==> src/rtl/mvm_pkg.sv <==
`default_nettype none

package mvm_pkg;

    localparam int DIM       = 4;
    localparam int FRAC_BITS = 16;
    localparam int DATA_W    = 32;
    localparam int COL_W     = 2;
    localparam int PROD_W    = 2 * DATA_W;
    localparam int ACC_W     = PROD_W + $clog2(DIM);
    localparam int SHIFT_W   = ACC_W - FRAC_BITS;
    localparam int USER_W    = 1 + COL_W;

    typedef logic signed [DATA_W-1:0] data_t;
    typedef logic signed [PROD_W-1:0] prod_t;
    typedef logic signed [ACC_W-1:0]  acc_t;

    typedef enum logic {
        CMD_LOAD = 1'b0,
        CMD_MUL  = 1'b1
    } cmd_t;

    localparam data_t DATA_MAX = {1'b0, {(DATA_W-1){1'b1}}};
    localparam data_t DATA_MIN = {1'b1, {(DATA_W-1){1'b0}}};

    // one beat travelling down the cell chain
    typedef struct packed {
        cmd_t                   cmd;
        logic [COL_W-1:0]       column;
        logic                   live;
        data_t [DIM-1:0]        vec;
        acc_t  [DIM-1:0]        acc;
    } mvm_item_t;

endpackage

`default_nettype wire

==> src/rtl/mvm_sat.sv <==
`default_nettype none

module mvm_sat
    import mvm_pkg::*;
(
    input  wire logic              clk,
    input  wire logic              rst_n,
    input  wire logic              in_valid,
    output logic                   in_ready,
    input  wire mvm_item_t         in_item,
    output logic                   out_valid,
    input  wire logic              out_ready,
    output logic [DIM*DATA_W-1:0]  out_data,
    output logic                   out_sat
);

    logic                  out_valid_reg;
    logic                  out_valid_next;
    logic [DIM*DATA_W-1:0] data_reg;
    logic [DIM*DATA_W-1:0] data_next;
    logic                  sat_reg;
    logic                  sat_next;
    logic                  in_take;
    logic [SHIFT_W-1:0]    shifted;
    logic [SHIFT_W-DATA_W:0] upper;

    assign in_ready = !out_valid_reg || out_ready;
    assign in_take  = in_valid && in_ready;

    always_comb
    begin
        sat_next  = 1'b0;
        data_next = '0;
        shifted   = '0;
        upper     = '0;
        for (int r = 0; r < DIM; r++)
        begin
            shifted = SHIFT_W'(in_item.acc[r] >>> FRAC_BITS);
            upper   = shifted[SHIFT_W-1:DATA_W-1];
            if ((&upper) || !(|upper))
            begin
                data_next[r*DATA_W +: DATA_W] = shifted[DATA_W-1:0];
            end
            else
            begin
                sat_next = 1'b1;
                data_next[r*DATA_W +: DATA_W] = shifted[SHIFT_W-1] ? DATA_MIN : DATA_MAX;
            end
        end
    end

    // load beats end here without a result
    always_comb
    begin
        out_valid_next = out_valid_reg;
        if (in_take)
        begin
            out_valid_next = (in_item.cmd == CMD_MUL);
        end
        else if (out_ready)
        begin
            out_valid_next = 1'b0;
        end
    end

    always_ff @(posedge clk or negedge rst_n)
    begin
        if (!rst_n)
        begin
            out_valid_reg <= 1'b0;
        end
        else
        begin
            out_valid_reg <= out_valid_next;
        end
    end

    always_ff @(posedge clk)
    begin
        if (in_take && (in_item.cmd == CMD_MUL))
        begin
            data_reg <= data_next;
            sat_reg  <= sat_next;
        end
    end

    assign out_valid = out_valid_reg;
    assign out_data  = data_reg;
    assign out_sat   = sat_reg;

endmodule

`default_nettype wire

==> config.mk <==
export PLATFORM = sky130hd
export DESIGN_NAME = mvm_sat
export DESIGN_NICKNAME = d
export VERILOG_FILES = /design/src/rtl/mvm_pkg.sv /design/src/rtl/mvm_sat.sv
export SDC_FILE = /design/constraint.sdc
export NUM_CORES = 1
export LEC_CHECK = 0
export BUFFER_PORTS_ARGS = -buffer_cell sky130_fd_sc_hd__buf_2
export CORE_AREA = 2 2 206 208
export DETAILED_ROUTE_END_ITERATION = 8
export DIE_AREA = 0 0 208 210
export HOLD_SLACK_MARGIN = 0.1
export PLACE_DENSITY = 0.38
export SYNTH_ARGS = -nofsm -noshare
export SYNTH_HDL_FRONTEND = slang
export SYNTH_SLANG_ARGS = --single-unit
==> constraint.sdc <==
create_clock -name clk -period 18.8 [get_ports clk]
set_clock_uncertainty 0.15 [all_clocks]
set_input_delay 3.76 -clock clk [delete_from_list [all_inputs] [get_ports clk]]
set_output_delay 3.76 -clock clk [all_outputs]
set_load 0.005 [all_outputs]
==> reports/results.txt <==
Status -> completed
Initial core utilization -> 0.1363
CTS Buf Count -> 17
CTS tree -> built
Top post-synthesis cells by area -> edfxtp_1 (68%), a21o_2 (13%), a21o_1 (5.2%), buf_6 (3.6%), nand4_1 (2.3%)
Unrepaired setup endpoints after global routing -> no
Max transition margin -> 0.3070
CP Max Fanout -> 3
Slew Limit Fails -> 0
Most common cell after layout, fill and taps aside -> buf_2
ANT nets after route -> 0
Initial antenna violation count -> 3
CP Data Arrival Time -> 4.14 ns
Final WL -> 19060 µm
Site Rows -> 75
Placed cell area -> 7836 µm²
WP data required -> 14.89 ns
Largest net degree at the start of global routing -> 69
Core area -> 41480 µm²
Cell variety after synth -> 20
Clock Tree Buf Depth -> 2
Setup TNS -> 0 ns
Post-CTS Resized -> 0
Yosys top cell by area -> edfxtp_1
First-pass GRT wire length -> 27800 µm
Fill cells -> 4573
Yosys reg bits -> 130
Number of global-route vias before repair -> 4527
Worst Setup Start Kind -> input port
Final Wtd Congestion -> 0.7286
Average cell area after synthesis -> 16.30 µm²
Reg2Reg Depth -> 3
Post-CTS Setup Bufs -> 0
Cts hold-fix bufs -> 0
Final setup viols -> 0
Tightest Hold Check Type -> register to register
Die ar. -> 43680 µm²
Detailed placement HPWL -> 14050 µm
Final nets -> 1079
Clk_lat worst skew -> 0.44 ns
DR vias -> 4430
Least-Margin Pin Slew -> 1.037 ns
Max reg flops -> 128
Remaining DRCs -> 0
Share of the synthesized area in the top cell type -> 0.6850
GRT Resource Usage Total -> 0.08791
Maxcap violations -> 0
Most frequent cells in the layout -> buf_2 (335), edfxtp_1 (129), a21o_2 (85)
Area Growth Syn to Fin -> 47.85%
Remaining Overflow, GRT -> 0
DR vias/cell -> 3.602
CP Class -> input port to output pin
DR WL/cell -> 15.49 µm
H-Tree Level Count -> 4
Post-route cell area -> 8362 µm²
Root Driver -> clkbuf_16
Die height -> 210 µm
I/O pins -> 531
Power density over the cells -> 84.82 nW/µm²
Drt first-iter violations -> 170
Die Wd -> 208 µm
Crit. End Element -> output pin
Post-layout minimum cycle time -> 8.051 ns
Input/output buffers -> 335
Worst hold path depth -> 2
Maximum vdd drop -> 0.06370 mV
Syn Inst Count -> 347
Mapped Area -> 5655 µm²
Static Leakage -> 3.688 nW
Period utilisation layout -> 0.4282
Maximum clock frequency -> 124.2 MHz
Clk slew on worst S/H paths -> 0.06 ns
R2R setup slack -> 15.98 ns
Fraction of layout cells with a size suffix above 1 -> 0.6725
Register area share after synthesis -> 0.6894
Syn_nets -> 747
Yosys warns -> 0
Drt pass-1 iters -> 6
Fin. Hold Viols -> 0
Clock Sinks -> 130
==> power breakdown <==
group,switching (W),internal [W]
logic,0.0000334,0.0000341
clock network,0.000128,0.000177
registers,0.00000273,0.000334
==> kinds of logic after synthesis <==
| kind of cell | Yosys count | synth area share |
|---|---|---|
| buffers and inverters | 28 | 0.04845 |
| AND/OR/NAND/NOR | 57 | 0.06306 |
| AO/OA/AOI/OAI | 132 | 0.1991 |
| flip-flops | 130 | 0.6894 |
==> metrics by stage <==
step                 power, W  hold slack (ns)  std cells  setup WS, ns    util
floorplan           0.0003708           0.3747        347         8.429       -
global placement    0.0004118           0.3584       1199         10.74  0.1889
detailed placement  0.0004120           0.3742       1199         10.75  0.1889
CTS                 0.0007276           0.3910       1229         10.75  0.2015
global route        0.0007423           0.4213       1230         10.72  0.2016
finish              0.0007092           0.3837       1230         10.75  0.2016
==> synthesized netlist by cell type <==
library cell and instances:
a21o_2 85, clkbuf_1 1, dfrtp_1 1, dlygate4sd3_1 3, nor2b_1 1, buf_2 3, nand4_1 21, edfxtp_1 129
nor4_1 16, buf_6 18, a21o_1 39, buf_4 3, a31o_2 4, nor4_2 4, nor2_1 8, nand2b_1 1
a311oi_2 3, and3_1 4, a311oi_1 1, nand2_1 2
==> routing by layer <==
| layer | part of all wire | up-vias | GRT usage |
|---|---|---|---|
| met4 | 0.019 | 4 | 0.03840 |
| met5 | 0.0014 | - | 0 |
| li1 | - | 2059 | - |
| met3 | 0.12 | 26 | 0.05200 |
| met1 | 0.44 | 2096 | 0.1077 |
| met2 | 0.42 | 245 | 0.1235 |
==> worst max-delay path: stages <==
cell      delay [ns]
buf_2           0.09
nand2b_1        0.16
buf_2           0.13
==> cell type report <==
| cell class | instances | area [µm²] | area share |
|---|---|---|---|
| clock inverter | 12 | 93.84 | 0.01122 |
| clock buffer | 18 | 429.2 | 0.05132 |
| timing repair buffer | 341 | 1722 | 0.2059 |
| tap | 539 | 674.4 | 0.08065 |
| antenna | 1 | 2.502 | 0.0002993 |
| multi-input combinational | 189 | 1541 | 0.1843 |
| sequential | 130 | 3899 | 0.4663 |
==> final timing paths <==
check	start	endpoint
max reg2reg	out_valid	out_data[101]
min reg2reg	out_valid	out_valid
min	out_valid	out_valid
max in group asynchronous	rst_n	out_valid
min in group asynchronous	rst_n	out_valid
max	out_ready	in_ready
No activity file was read; power rests on OpenSTA's default activity.
